### src/hw/rtl/stoc_pkg.sv
// Shared types and constants for the stepper tone oscillator.
// Used by the channel interfaces, the controller, the datapath and the top level.
`timescale 1ns / 1ps

package stoc_pkg;

  localparam int NOW_W    = 32;
  localparam int PER_W    = 20;
  localparam int HALF_W   = PER_W - 1;
  localparam int HOLD_W   = 24;
  localparam int OPC_W    = 2;
  localparam int CFG_IDX_W = 1;
  localparam int CFG_DAT_W = 24;
  localparam int CNT_W    = $clog2(NOW_W);
  localparam logic [CNT_W-1:0] CNT_LAST = CNT_W'(NOW_W - 1);

  localparam logic [PER_W-1:0]  LIMIT_INTERVAL_RST = PER_W'(10000);
  localparam logic [HOLD_W-1:0] RELAY_HOLDOFF_RST  = HOLD_W'(500000);

  localparam logic [CFG_IDX_W-1:0] CFG_LIMIT_INTERVAL = CFG_IDX_W'(0);
  localparam logic [CFG_IDX_W-1:0] CFG_RELAY_HOLDOFF  = CFG_IDX_W'(1);

  typedef enum logic [OPC_W-1:0] {
    OP_TICK     = 2'd0,
    OP_NOTE_ON  = 2'd1,
    OP_NOTE_OFF = 2'd2
  } opcode_t;

  typedef enum logic [2:0] {
    ST_IDLE,
    ST_DIV_TONE,
    ST_EVAL_TONE,
    ST_DIV_CHK,
    ST_EVAL_CHK,
    ST_FINISH
  } state_t;

  // Commands from the controller to the datapath.
  typedef struct packed {
    logic load;        // capture the accepted input beat
    logic note_on;
    logic note_off;
    logic div_init;    // restart the remainder unit on the latched time
    logic div_step;    // one restoring step
    logic div_sel_chk; // divisor is the limit check interval
    logic eval_tone;
    logic eval_chk;
    logic out_load;    // copy the levels into the result register
  } stoc_cmd_t;

  // Status from the datapath to the controller.
  typedef struct packed {
    logic tone_zero;
    logic intv_zero;
  } stoc_sts_t;

endpackage

### src/hw/rtl/stoc_if.sv
// Valid/ready channel interfaces for the input and result beats.
// Depends on stoc_pkg for the field widths.
`timescale 1ns / 1ps

interface stoc_in_if
  import stoc_pkg::*;
();
  logic             valid;
  logic             ready;
  logic [OPC_W-1:0] opcode;
  logic [NOW_W-1:0] now_us;
  logic             limit_low;
  logic [PER_W-1:0] note_period_us;

  modport source (output valid, opcode, now_us, limit_low, note_period_us, input ready);
  modport sink   (input valid, opcode, now_us, limit_low, note_period_us, output ready);
endinterface

interface stoc_out_if;
  logic valid;
  logic ready;
  logic step_level;
  logic dir_level;
  logic relay_level;
  logic motor_enable;

  modport source (output valid, step_level, dir_level, relay_level, motor_enable,
                  input ready);
  modport sink   (input valid, step_level, dir_level, relay_level, motor_enable,
                  output ready);
endinterface

### src/hw/rtl/stoc_ctrl.sv
// Sequencing state machine of the stepper tone oscillator.
// Depends on stoc_pkg; drives the datapath through stoc_cmd_t.
`timescale 1ns / 1ps

module stoc_ctrl
  import stoc_pkg::*;
(
  input  logic             clk,
  input  logic             rst_n,
  input  logic             in_valid,
  input  logic [OPC_W-1:0] in_opcode,
  output logic             in_ready,
  output logic             out_valid,
  input  logic             out_ready,
  input  stoc_sts_t        sts,
  output stoc_cmd_t        cmd
);

  state_t            state_r, state_nxt;
  logic [CNT_W-1:0]  cnt_r, cnt_nxt;
  logic              out_valid_r, out_valid_nxt;

  always_ff @(posedge clk) begin
    if (!rst_n) begin
      state_r     <= ST_IDLE;
      cnt_r       <= '0;
      out_valid_r <= 1'b0;
    end else begin
      state_r     <= state_nxt;
      cnt_r       <= cnt_nxt;
      out_valid_r <= out_valid_nxt;
    end
  end

  always_comb begin
    state_nxt = state_r;
    cnt_nxt   = cnt_r;
    cmd       = '0;
    in_ready  = 1'b0;
    case (state_r)
      ST_IDLE: begin
        in_ready = 1'b1;
        cnt_nxt  = '0;
        if (in_valid) begin
          cmd.load = 1'b1;
          case (in_opcode)
            OP_TICK: begin
              state_nxt = sts.tone_zero ? ST_FINISH : ST_DIV_TONE;
            end
            OP_NOTE_ON: begin
              cmd.note_on = 1'b1;
              state_nxt   = ST_FINISH;
            end
            OP_NOTE_OFF: begin
              cmd.note_off = 1'b1;
              state_nxt    = ST_FINISH;
            end
            default: begin
              state_nxt = ST_FINISH;
            end
          endcase
        end
      end
      ST_DIV_TONE: begin
        cmd.div_step = 1'b1;
        cnt_nxt      = cnt_r + 1'b1;
        if (cnt_r == CNT_LAST) begin
          state_nxt = ST_EVAL_TONE;
        end
      end
      ST_EVAL_TONE: begin
        cmd.eval_tone = 1'b1;
        cnt_nxt       = '0;
        if (sts.intv_zero) begin
          state_nxt = ST_FINISH;
        end else begin
          cmd.div_init = 1'b1;
          state_nxt    = ST_DIV_CHK;
        end
      end
      ST_DIV_CHK: begin
        cmd.div_step    = 1'b1;
        cmd.div_sel_chk = 1'b1;
        cnt_nxt         = cnt_r + 1'b1;
        if (cnt_r == CNT_LAST) begin
          state_nxt = ST_EVAL_CHK;
        end
      end
      ST_EVAL_CHK: begin
        cmd.eval_chk = 1'b1;
        state_nxt    = ST_FINISH;
      end
      ST_FINISH: begin
        if (!out_valid_r || out_ready) begin
          cmd.out_load = 1'b1;
          state_nxt    = ST_IDLE;
        end
      end
      default: begin
        state_nxt = ST_IDLE;
      end
    endcase
  end

  always_comb begin
    out_valid_nxt = out_valid_r;
    if (cmd.out_load) begin
      out_valid_nxt = 1'b1;
    end else if (out_ready) begin
      out_valid_nxt = 1'b0;
    end
  end

  assign out_valid = out_valid_r;

  // A tick with a running tone always starts the tone division.
  a_tick_starts_div: assert property (@(posedge clk) disable iff (!rst_n)
    (in_valid && in_ready && in_opcode == OP_TICK && !sts.tone_zero)
      |=> state_r == ST_DIV_TONE)
    else $error("tick did not start the tone division");

  // A waiting result is never overwritten.
  a_no_overwrite: assert property (@(posedge clk) disable iff (!rst_n)
    !(cmd.out_load && out_valid_r && !out_ready))
    else $error("result register overwritten while stalled");

  // The step counter advances by one on every division step.
  a_cnt_advance: assert property (@(posedge clk) disable iff (!rst_n)
    (cmd.div_step && cnt_r != CNT_LAST) |=> cnt_r == CNT_W'($past(cnt_r) + 1'b1))
    else $error("division step counter skipped");

  // No input is taken while the remainder unit is busy.
  a_no_accept_busy: assert property (@(posedge clk) disable iff (!rst_n)
    in_ready |-> !cmd.div_step)
    else $error("input accepted during division");

endmodule

### src/hw/rtl/stoc_dp.sv
// Datapath of the stepper tone oscillator: configuration, oscillator state,
// a shared restoring remainder unit and the result register. Depends on stoc_pkg.
`timescale 1ns / 1ps

module stoc_dp
  import stoc_pkg::*;
(
  input  logic                 clk,
  input  logic                 rst_n,
  input  logic                 cfg_we,
  input  logic [CFG_IDX_W-1:0] cfg_index,
  input  logic [CFG_DAT_W-1:0] cfg_wdata,
  input  logic [NOW_W-1:0]     in_now_us,
  input  logic                 in_limit_low,
  input  logic [PER_W-1:0]     in_note_period_us,
  input  stoc_cmd_t            cmd,
  output stoc_sts_t            sts,
  output logic                 step_level,
  output logic                 dir_level,
  output logic                 relay_level,
  output logic                 motor_enable
);

  logic [PER_W-1:0]  intv_r;
  logic [HOLD_W-1:0] holdoff_cfg_r;
  logic [PER_W-1:0]  tone_r;
  logic [HALF_W-1:0] half_r;
  logic              step_r, dir_r, phase_r, relay_r, enabled_r;
  logic [NOW_W-1:0]  holdoff_until_r;

  logic [NOW_W-1:0]  now_r;
  logic              low_r;
  logic [NOW_W-1:0]  shf_r;
  logic [PER_W-1:0]  rem_r, rem_nxt;

  logic              out_step_r, out_dir_r, out_relay_r, out_en_r;

  logic [PER_W-1:0]  dvsr;
  logic [PER_W:0]    rem_sh;
  logic [PER_W:0]    rem_sub;
  logic              tone_above, chk_above, holdoff_passed;

  always_ff @(posedge clk) begin
    if (!rst_n) begin
      intv_r        <= LIMIT_INTERVAL_RST;
      holdoff_cfg_r <= RELAY_HOLDOFF_RST;
    end else if (cfg_we) begin
      case (cfg_index)
        CFG_LIMIT_INTERVAL: intv_r        <= cfg_wdata[PER_W-1:0];
        CFG_RELAY_HOLDOFF:  holdoff_cfg_r <= cfg_wdata[HOLD_W-1:0];
        default: ;
      endcase
    end
  end

  // One restoring remainder step per cycle, dividend bits taken MSB first.
  assign dvsr    = cmd.div_sel_chk ? intv_r : tone_r;
  assign rem_sh  = {rem_r, shf_r[NOW_W-1]};
  assign rem_sub = rem_sh - {1'b0, dvsr};
  assign rem_nxt = (rem_sh >= {1'b0, dvsr}) ? rem_sub[PER_W-1:0] : rem_sh[PER_W-1:0];

  always_ff @(posedge clk) begin
    if (cmd.load) begin
      now_r <= in_now_us;
      low_r <= in_limit_low;
      shf_r <= in_now_us;
      rem_r <= '0;
    end else if (cmd.div_init) begin
      shf_r <= now_r;
      rem_r <= '0;
    end else if (cmd.div_step) begin
      shf_r <= {shf_r[NOW_W-2:0], 1'b0};
      rem_r <= rem_nxt;
    end
  end

  assign tone_above     = rem_r > {1'b0, half_r};
  assign chk_above      = rem_r > {1'b0, intv_r[PER_W-1:1]};
  assign holdoff_passed = now_r > holdoff_until_r;

  always_ff @(posedge clk) begin
    if (!rst_n) begin
      tone_r          <= '0;
      half_r          <= '0;
      step_r          <= 1'b0;
      dir_r           <= 1'b0;
      phase_r         <= 1'b0;
      relay_r         <= 1'b0;
      holdoff_until_r <= '0;
      enabled_r       <= 1'b0;
    end else begin
      if (cmd.note_on) begin
        enabled_r       <= 1'b1;
        tone_r          <= in_note_period_us;
        half_r          <= in_note_period_us[PER_W-1:1];
        holdoff_until_r <= '0;
      end
      if (cmd.note_off) begin
        enabled_r       <= 1'b0;
        tone_r          <= '0;
        half_r          <= '0;
        phase_r         <= 1'b0;
        holdoff_until_r <= '0;
      end
      // Step follows the tone phase; a falling step edge flips direction.
      if (cmd.eval_tone && tone_above == step_r) begin
        step_r <= ~step_r;
        if (step_r) begin
          dir_r <= ~dir_r;
        end
      end
      // A rising edge of the check phase samples the limit switch.
      if (cmd.eval_chk && chk_above == phase_r) begin
        phase_r <= ~phase_r;
        if (!phase_r && holdoff_passed && low_r) begin
          relay_r         <= ~relay_r;
          holdoff_until_r <= now_r + {{(NOW_W-HOLD_W){1'b0}}, holdoff_cfg_r};
        end
      end
    end
  end

  always_ff @(posedge clk) begin
    if (cmd.out_load) begin
      out_step_r  <= step_r;
      out_dir_r   <= dir_r;
      out_relay_r <= relay_r;
      out_en_r    <= enabled_r;
    end
  end

  assign sts.tone_zero = (tone_r == '0);
  assign sts.intv_zero = (intv_r == '0);

  assign step_level   = out_step_r;
  assign dir_level    = out_dir_r;
  assign relay_level  = out_relay_r;
  assign motor_enable = out_en_r;

endmodule

### src/hw/rtl/stepper_tone_oscillator_core.sv
// Stepper tone oscillator: beats of tick, note on and note off in, one level
// beat out per input beat. Top level; depends on stoc_pkg, stoc_if, stoc_ctrl, stoc_dp.
`timescale 1ns / 1ps
//
// Usage:
// The input channel in_bus carries an opcode with the current time, the limit
// switch level and a tone period. Every accepted beat produces exactly one
// beat on out_bus holding the step, direction, relay and enable levels after
// that beat has been applied.
// A note on or note off beat goes from acceptance straight to the final write.
// A tick with a running tone needs two 32-step remainder computations on one
// shared restoring unit (one dividend bit per cycle), against the tone period
// and then the check interval; a zero tone period skips both and a zero check
// interval the second. A new input beat is accepted only in the idle state
// after the result is written, never while a tick is still being divided.
// The result sits in an output register. While the receiver stalls, the block
// still accepts and works on the next beat and holds it only at the final
// write until the waiting result has been taken.
// Configuration writes take effect at the clock edge with cfg_we high and
// must only be issued while the block is idle.
// Reset (rst_n low, synchronous) clears all oscillator state and restores the
// default check interval of 10000 us and relay hold-off of 500000 us.

module stepper_tone_oscillator_core
  import stoc_pkg::*;
(
  input  logic                 clk,
  input  logic                 rst_n,
  stoc_in_if.sink              in_bus,
  stoc_out_if.source           out_bus,
  input  logic                 cfg_we,
  input  logic [CFG_IDX_W-1:0] cfg_index,
  input  logic [CFG_DAT_W-1:0] cfg_wdata
);

  // Commands and status between the sequencer and the datapath.
  stoc_cmd_t cmd;
  stoc_sts_t sts;

  // The sequencer owns both handshakes and the order of datapath operations.
  stoc_ctrl u_ctrl (
    .clk       (clk),
    .rst_n     (rst_n),
    .in_valid  (in_bus.valid),
    .in_opcode (in_bus.opcode),
    .in_ready  (in_bus.ready),
    .out_valid (out_bus.valid),
    .out_ready (out_bus.ready),
    .sts       (sts),
    .cmd       (cmd)
  );

  // The datapath holds configuration, oscillator state, the remainder unit
  // and the registered result levels.
  stoc_dp u_dp (
    .clk               (clk),
    .rst_n             (rst_n),
    .cfg_we            (cfg_we),
    .cfg_index         (cfg_index),
    .cfg_wdata         (cfg_wdata),
    .in_now_us         (in_bus.now_us),
    .in_limit_low      (in_bus.limit_low),
    .in_note_period_us (in_bus.note_period_us),
    .cmd               (cmd),
    .sts               (sts),
    .step_level        (out_bus.step_level),
    .dir_level         (out_bus.dir_level),
    .relay_level       (out_bus.relay_level),
    .motor_enable      (out_bus.motor_enable)
  );

endmodule

### src/flat_wrapper.sv
// flat-port wrapper written by rule: the top's interface ports become plain ports
module stepper_tone_oscillator_core_flat import stoc_pkg::*;
  (clk, rst_n, cfg_we, cfg_index, cfg_wdata, in_bus_valid, in_bus_opcode, in_bus_now_us, in_bus_limit_low, in_bus_note_period_us, in_bus_ready, out_bus_valid, out_bus_step_level, out_bus_dir_level, out_bus_relay_level, out_bus_motor_enable, out_bus_ready);
  stoc_in_if in_bus_i ();
  stoc_out_if out_bus_i ();
  input  logic clk;
  input  logic rst_n;
  input  logic cfg_we;
  input  logic [CFG_IDX_W-1:0] cfg_index;
  input  logic [CFG_DAT_W-1:0] cfg_wdata;
  input wire logic [$bits(in_bus_i.valid)-1:0] in_bus_valid;
  input wire logic [$bits(in_bus_i.opcode)-1:0] in_bus_opcode;
  input wire logic [$bits(in_bus_i.now_us)-1:0] in_bus_now_us;
  input wire logic [$bits(in_bus_i.limit_low)-1:0] in_bus_limit_low;
  input wire logic [$bits(in_bus_i.note_period_us)-1:0] in_bus_note_period_us;
  output wire logic [$bits(in_bus_i.ready)-1:0] in_bus_ready;
  output wire logic [$bits(out_bus_i.valid)-1:0] out_bus_valid;
  output wire logic [$bits(out_bus_i.step_level)-1:0] out_bus_step_level;
  output wire logic [$bits(out_bus_i.dir_level)-1:0] out_bus_dir_level;
  output wire logic [$bits(out_bus_i.relay_level)-1:0] out_bus_relay_level;
  output wire logic [$bits(out_bus_i.motor_enable)-1:0] out_bus_motor_enable;
  input wire logic [$bits(out_bus_i.ready)-1:0] out_bus_ready;
  assign in_bus_i.valid = in_bus_valid;
  assign in_bus_i.opcode = in_bus_opcode;
  assign in_bus_i.now_us = in_bus_now_us;
  assign in_bus_i.limit_low = in_bus_limit_low;
  assign in_bus_i.note_period_us = in_bus_note_period_us;
  assign in_bus_ready = in_bus_i.ready;
  assign out_bus_valid = out_bus_i.valid;
  assign out_bus_step_level = out_bus_i.step_level;
  assign out_bus_dir_level = out_bus_i.dir_level;
  assign out_bus_relay_level = out_bus_i.relay_level;
  assign out_bus_motor_enable = out_bus_i.motor_enable;
  assign out_bus_i.ready = out_bus_ready;
  stepper_tone_oscillator_core u_core (.clk(clk), .rst_n(rst_n), .in_bus(in_bus_i), .out_bus(out_bus_i), .cfg_we(cfg_we), .cfg_index(cfg_index), .cfg_wdata(cfg_wdata));
endmodule
### config.mk
export PLATFORM = sky130hd
export DESIGN_NAME = stepper_tone_oscillator_core_flat
export DESIGN_NICKNAME = d
export VERILOG_FILES = /design/src/hw/rtl/stoc_pkg.sv /design/src/hw/rtl/stoc_if.sv /design/src/hw/rtl/stoc_ctrl.sv /design/src/hw/rtl/stoc_dp.sv /design/src/hw/rtl/stepper_tone_oscillator_core.sv /design/src/flat_wrapper.sv
export SDC_FILE = /design/constraint.sdc
export NUM_CORES = 1
export LEC_CHECK = 0
export ABC_AREA = 1
export BUFFER_PORTS_ARGS = -buffer_cell sky130_fd_sc_hd__buf_2
export CORE_MARGIN = 2
export CORE_UTILIZATION = 56
export CTS_CLUSTER_SIZE = 16
export DETAILED_ROUTE_END_ITERATION = 6
export PLACE_DENSITY = 0.78
export SLEW_MARGIN = 40
export SYNTH_ARGS = -nofsm -noshare
export SYNTH_HDL_FRONTEND = slang
export SYNTH_HIERARCHICAL = 1
export SYNTH_SLANG_ARGS = --single-unit
### constraint.sdc
create_clock -name clk -period 3.18 [get_ports clk]
set_input_delay 0.159 -clock clk [delete_from_list [all_inputs] [get_ports clk]]
set_output_delay 0.159 -clock clk [all_outputs]
set_load 0.005 [all_outputs]
==> flow_metrics.py, run 1 <==
metrics = {
    "cts": {
        "htree_num_levels": 4,
        "cts_root_buf": "clkbuf_16",
        "numCtsBuffers": 17,
        "worstSkewPairLatency_ps": 440,
        "clock_path_buffers": 2,
        "cts_tree": "done",
        "clk_pin_slew_ps": 70,
        "post_cts_buffers": 0,
        "cts_sinks": 199,
    },
    "layout": {
        "final_nets": 2165,
        "antenna_cells": 0,
        "drive_gt1_share_pct": 9.37,
        "finish.cell_count_without_fillers": 2260,
        "syn2layout_area_growth_pct": 14.7,
    },
    "timing": {
        "drv_slew": 0,
        "finClkSkew_ps": 16.0,
        "final_hold_viol_count": 0,
        "tns_ps": 0,
        "setup_viol": 0,
        "maxSlewHeadroom_pct": 42.6,
        "tightestPinTransition_ps": 860,
        "fin_crit_sh_pct": 89.4,
        "rsz0062_at_grt": "no",
        "min_period_ps": 2840,
        "clock.fmax_ghz": 0.352,
    },
    "die": {
        "die_x_um": 156,
        "die_area_um2": 24300,
        "floorplan.initialDensity_pct": 57.1,
        "fp.coreArea_um2": 22600,
        "rows": 55,
        "die_h_um": 156,
        "ioPinCount": 91,
    },
    "synthesis": {
        "synth_nets": 2036,
        "synthFlopType": "dfxtp_1",
        "synth_cell_types": 42,
        "postSynthAreaPerCell_um2": 7.05,
        "ys_warn_count": 6,
        "synth.ff_latch_count": 199,
        "syn_area_um2": 12900,
        "synth_cells": 1833,
        "ys_seq_area_share_pct": 36.2,
        "synthArstFlopShare_pct": 0,
        "synth_edf_count": 69,
    },
    "power_and_ir_drop": {
        "powerDensity_nw_per_um2": 823,
        "ir_drop_mv": 0.473,
        "power.leakage_nw": 7.03,
    },
    "global_routing": {
        "antenna_found_initial": 0,
        "grt.overflow.total": 0,
        "grt_max_degree": 72,
        "grt_usage_pct": 31.3,
        "grt_pass1_vias": 11700,
        "grt_pass1_wl_um": 60100,
    },
    "hold_path": {
        "hold_class": "in -> reg",
    },
    "drt": {
        "drt_pass1_iterations": 6,
        "first_iter_violations": 1094,
        "wire_per_inst_um": 16.5,
        "wl_um": 37300,
        "drc": 0,
        "vias": 12500,
        "via_per_inst": 5.52,
        "ant_nets": 0,
    },
    "worst_setup_path": {
        "crit_path_top_delay_cell": "nor3_1",
        "cpLargestDelayFamily": "simple AND/OR/NAND/NOR gates",
        "worstPathRequired_ps": 3360,
        "crit_fanout": 29,
        "cpMostUsedCell": "inv_1",
        "cpPeakStageDelay_ps": 410,
        "path_buf_inv": 5,
        "path_cells": "inv_1, nand4_1, nor4_1, nand4_1, nor3_1, nand3b_1, inv_1, nor2_2, inv_1, nor2_2, inv_1, buf_12",
        "cp-start-kind": "flip-flop",
        "crit_type": "reg -> reg",
        "crit_arrival_ps": 3030,
        "endpoint_kind": "flip-flop",
    },
    "place": {
        "dp_cells": 2176,
        "gp_congestion": 0.942,
        "place_hpwl_um": 27800,
        "port_buffers": 90,
    },
    "flow_run": {
        "maxCapViolCount": 0,
    },
    "run_status": {
        "run_status": "completed",
    },
}
## worst paths after layout
| kind | cells past startpoint | slack [ps] | startpoint | to |
|---|---|---|---|---|
| setup / recovery | 12 | 340 | u_core/u_dp/intv_r[6]$_SDFFE_PN0P_ | u_core/u_dp/shf_r[8]$_DFFE_PP_ |
| hold / removal | 3 | 9 | in_bus_note_period_us[0] | u_core/u_dp/tone_r[0]$_SDFFE_PP0P_ |
| setup reg to reg | 12 | 340 | u_core/u_dp/intv_r[6]$_SDFFE_PN0P_ | u_core/u_dp/shf_r[8]$_DFFE_PP_ |
| hold reg to reg | 0 | 460 | u_core/u_dp/relay_r$_SDFFE_PN0P_ | u_core/u_dp/relay_level$_DFFE_PP_ |
## worst register-to-register path: stages (launching register included)
cell      delay [ps]
dfxtp_1          310
inv_1            140
nand4_1          130
nor4_1           350
nand4_1          140
nor3_1           410
nand3b_1         200
inv_1             80
nor2_2           160
inv_1             70
nor2_2           100
inv_1            210
buf_12           260
## cells in the final DEF (no fill, tap or decap), drive strengths merged, types with 4 or more instances in the layout
cell type,count
nand2,508
inv,244
nor2,215
o21ai,132
dfxtp,130
a21oi,122
ha,116
buf,112
nand3,111
edfxtp,69
dlygate4sd3,52
o211ai,27
nand4,23
clkbuf,21
xor2,15
xnor2,15
nor3,15
nor4,10
o21a,6
nand3b,5
clkinv,5
o21bai,5
a211oi,4
or2,4
## synth_stat cells, types with 4 or more instances
library cell	instances	area [um^2]
buf_2	5	25.0
o21ai_1	10	50.1
o211ai_1	27	203
clkbuf_1	39	146
dfxtp_1	130	2600
a211oi_1	4	30.0
nor2_2	6	37.5
nand3b_1	5	37.5
inv_1	233	875
edfxtp_1	69	2070
buf_6	5	56.3
nand2_2	6	37.5
o21bai_1	5	37.5
nor4_1	10	62.6
o21ai_0	122	611
nand3_1	108	541
xor2_1	15	131
nand2_1	502	1880
nand4_1	23	144
nor2_1	207	777
xnor2_1	15	131
nor3_1	12	60.1
ha_1	116	1450
buf_1	4	15.0
a21oi_1	122	611
o21a_1	6	45.0
## stage by stage
step	total power [W]	util, %	hold slack [ps]	setup WS, ps	area (um^2)
2_1_floorplan	0.00808	-	258	119	12900
3_3_place_gp	0.00966	60.5	340	315	13700
3_5_place_dp	0.00980	60.5	343	246	13700
4_1_cts	0.0121	65.4	0.0724	204	14800
5_1_grt	0.0132	65.5	12.7	65.8	14800
6_report	0.0122	65.5	9.05	336	14800
## timing repair
action / in CTS / in global routing
hold endpoints to repair: 53 / 0
resized for setup: 0 / 8
setup endpoints to repair: 0 / 10
hold buffers: 52 / 0
## flip-flops by register name, indices dropped and copies added, names as in the netlist, 5 cells and up
| register | cells |
|---|---|
| u_core/u_dp/holdoff_until_r | 32 |
| u_core/u_dp/now_r | 32 |
| u_core/u_dp/shf_r | 32 |
| u_core/u_dp/holdoff_cfg_r | 24 |
| u_core/u_dp/intv_r | 20 |
| u_core/u_dp/rem_r | 20 |
| u_core/u_dp/tone_r | 20 |
| u_core/u_ctrl/cnt_r | 5 |
## final cells by class
type / count / area (um^2)
Tap cell: 285 / 357
Clock inverter: 11 / 101
Timing Repair Buffer: 164 / 1170
Inverter: 238 / 897
Multi-Input combinational cell: 1342 / 7140
Clock buffer: 21 / 493
Fill cell: 1979 / 7800
Sequential cell: 199 / 4680
## power breakdown
part           total, W  internal (W)  switching [W]
sequential      0.00379       0.00338       0.000410
clock           0.00220       0.00115        0.00105
combinational   0.00622       0.00216        0.00406
## per-layer routing
metal | GRT usage, % | wire [um]
met1 | 45.8 | 17700
met2 | 49.5 | 16400
met3 | 4.14 | 2680
met4 | 6.90 | 470
met5 | 0 | 0
## cell families (layout without fill, tap and decap cells)
| family | after synthesis | count (layout) | share of synthesized area, % |
|---|---|---|---|
| AO/OA/AOI/OAI | 301 | 301 | 12.6 |
| XOR/XNOR | 30 | 30 | 2.03 |
| adder cells (fa/ha/maj) | 118 | 118 | 11.5 |
| buffers and inverters | 292 | 434 | 8.87 |
| flip-flops | 199 | 199 | 36.2 |
| AND/OR/NAND/NOR | 893 | 893 | 28.8 |
Note: power is estimated with default switching activity, not from simulation.
==> run 2: changes to the inputs <==
==> constraint.sdc (replaced) <==
create_clock -name clk -period 2.55 [get_ports clk]
set_input_delay 0.1275 -clock clk [delete_from_list [all_inputs] [get_ports clk]]
set_output_delay 0.1275 -clock clk [all_outputs]
set_load 0.02 [all_outputs]
==> flow_metrics.py, run 2 (synthesized netlist as in run 1, its figures left out) <==
metrics = {
    "timing": {
        "final_hold_viol_count": 0,
        "clock.fmax_ghz": 0.356,
        "drv_slew": 0,
        "fin_crit_sh_pct": 110,
        "fin_ws_ps": -263,
        "finClkSkew_ps": 16.7,
        "min_period_ps": 2810,
        "rsz0062_at_grt": "yes",
        "setup_viol": 20,
        "tightestPinTransition_ps": 772,
        "whs_ps": 10.4,
        "maxSlewHeadroom_pct": 48.1,
    },
    "drt": {
        "drt_pass1_iterations": 7,
        "via_per_inst": 5.69,
        "vias": 13600,
        "wl_um": 43900,
        "wire_per_inst_um": 18.3,
        "drc": 0,
        "first_iter_violations": 1391,
        "ant_nets": 0,
    },
    "worst_setup_path": {
        "cp-start-kind": "flip-flop",
        "worstPathRequired_ps": 2890,
        "crit_type": "reg -> reg",
        "crit_arrival_ps": 3160,
        "critPathLaunch": "u_core/u_ctrl/state_r[1]$_SDFFE_PN0P_",
        "endpoint_kind": "flip-flop",
        "timing.rr.start": "u_core/u_ctrl/state_r[1]$_SDFFE_PN0P_",
        "crit_fanout": 5,
    },
    "place": {
        "port_buffers": 90,
        "gp_congestion": 0.962,
        "dpl_cell_area_um2": 14400,
        "place_hpwl_um": 29600,
    },
    "cts": {
        "htree_num_levels": 4,
        "cts_tree": "done",
        "clock_path_buffers": 2,
        "numCtsBuffers": 17,
        "worstSkewPairLatency_ps": 450,
        "clk_pin_slew_ps": 90,
        "cts_root_buf": "clkbuf_16",
        "cts_sinks": 199,
    },
    "global_routing": {
        "antenna_found_initial": 0,
        "grt_usage_pct": 34.1,
        "grt_max_degree": 72,
        "grt.overflow.total": 0,
        "grt_pass1_vias": 12600,
        "grt_use_met1_pct": 44.1,
        "grt_util_met3_pct": 6.81,
        "grt_pass1_wl_um": 64700,
        "grt-busiest-layer": "met2",
        "use_met2_pct": 56.5,
    },
    "power_and_ir_drop": {
        "power.leakage_nw": 7.78,
        "powerDensity_nw_per_um2": 1120,
        "ir_drop_mv": 0.718,
    },
    "hold_path": {
        "holdCritStartpoint": "in_bus_note_period_us[17]",
        "hold_class": "in -> reg",
    },
    "layout": {
        "drive_gt1_share_pct": 18.3,
        "syn2layout_area_growth_pct": 28.2,
        "final_area_um2": 16600,
        "final_cell_mix": "nand2_1 (477), inv_1 (221), nor2_1 (197)",
        "antenna_cells": 0,
        "final_nets": 2300,
        "reg_top3": "u_core/u_dp/holdoff_until_r x32, u_core/u_dp/now_r x32, u_core/u_dp/shf_r x32",
        "layout_commonest_cell": "nand2_1",
    },
    "flow_run": {
        "maxCapViolCount": 0,
    },
    "run_status": {
        "violations": "setup timing",
        "run_status": "finished with violations",
    },
    "die": {
        "floorplan.initialDensity_pct": 57.1,
        "die_area_um2": 24300,
        "fp.coreArea_um2": 22600,
        "die_x_um": 156,
        "rows": 55,
        "ioPinCount": 91,
        "die_h_um": 156,
    },
}
-- run 2: changes by cell type in the layout (fill, tap and decap cells not counted), moves of 16 or more --
cell           previous run  this run
buf_4                    19       109
a21oi_2                   1        17
nand2_2                   6        28
nand2_1                 502       477
dlygate4sd3_1            52        74
o21ai_0                 121        92
a21oi_1                 121       105
o21ai_1                  10        26
-- run 2: critical path, stage by stage (launching register included) --
cell and delay [ps]:
dfxtp_2 340, nand2_2 70, nor2_4 140, buf_6 150, clkbuf_16 140, o21ai_2 50
ha_1 380, nand2_1 110, o21ai_2 210, nand2_1 120, nand2_2 130, nand4_1 90
nand4_1 140, buf_6 170, buf_12 140, buf_6 100, nand2_1 50, o211ai_1 90
nand2_1 60
-- run 2: path summary, 6_finish.rpt --
check,endpoint,slack [ps],cells past startpoint
setup reg to reg,u_core/u_dp/rem_r[13]$_SDFFE_PP0P_,-260,18
setup / recovery,u_core/u_dp/rem_r[13]$_SDFFE_PP0P_,-260,18
hold reg to reg,u_core/u_dp/motor_enable$_DFFE_PP_,450,0
hold / removal,u_core/u_dp/tone_r[17]$_SDFFE_PP0P_,10,3
-- run 2: layout make-up --
cell class	instances	area, um^2
multi-input combinational	1342	7520
inverter	238	912
clock inverter	15	204
clock buffer	17	425
sequential	199	4680
fill	1729	6060
tap	285	357
timing repair buffer	299	2490
-- run 2: per-layer routing --
metal | vias to the layer above | wire, um
met5 | - | 0
met4 | 0 | 1890
met3 | 162 | 4140
met2 | 738 | 20000
met1 | 6197 | 17900
li1 | 6524 | -
-- run 2: stage by stage --
step | util (%) | power [W] | TNS, ps | cells | worst slack (ps)
floorplan | - | 0.0102 | -9790 | 1833 | -291
global placement | 63.4 | 0.0130 | -60.4 | 2250 | -24.9
detailed placement | 63.4 | 0.0132 | -543 | 2250 | -91.0
CTS | 70.9 | 0.0172 | -337 | 2372 | -47.6
global route | 73.2 | 0.0196 | -5710 | 2395 | -362
finish | 73.2 | 0.0186 | -3800 | 2395 | -263
-- run 2: power breakdown --
| part | internal (W) | leakage (nW) | switching, W |
|---|---|---|---|
| logic | 0.00454 | 5.75 | 0.00653 |
| clock network | 0.00137 | 0.303 | 0.00153 |
| registers | 0.00421 | 1.73 | 0.000469 |
| total | 0.0101 | 7.78 | 0.00853 |
-- run 2: timing repair --
item,in CTS,in global routing
endpoints found under the hold margin,103,0
resized for setup,37,108
pin swaps,9,29
endpoints found under the setup margin,19,89
hold buffers,74,0
gates cloned,5,3
buffers inserted,11,22
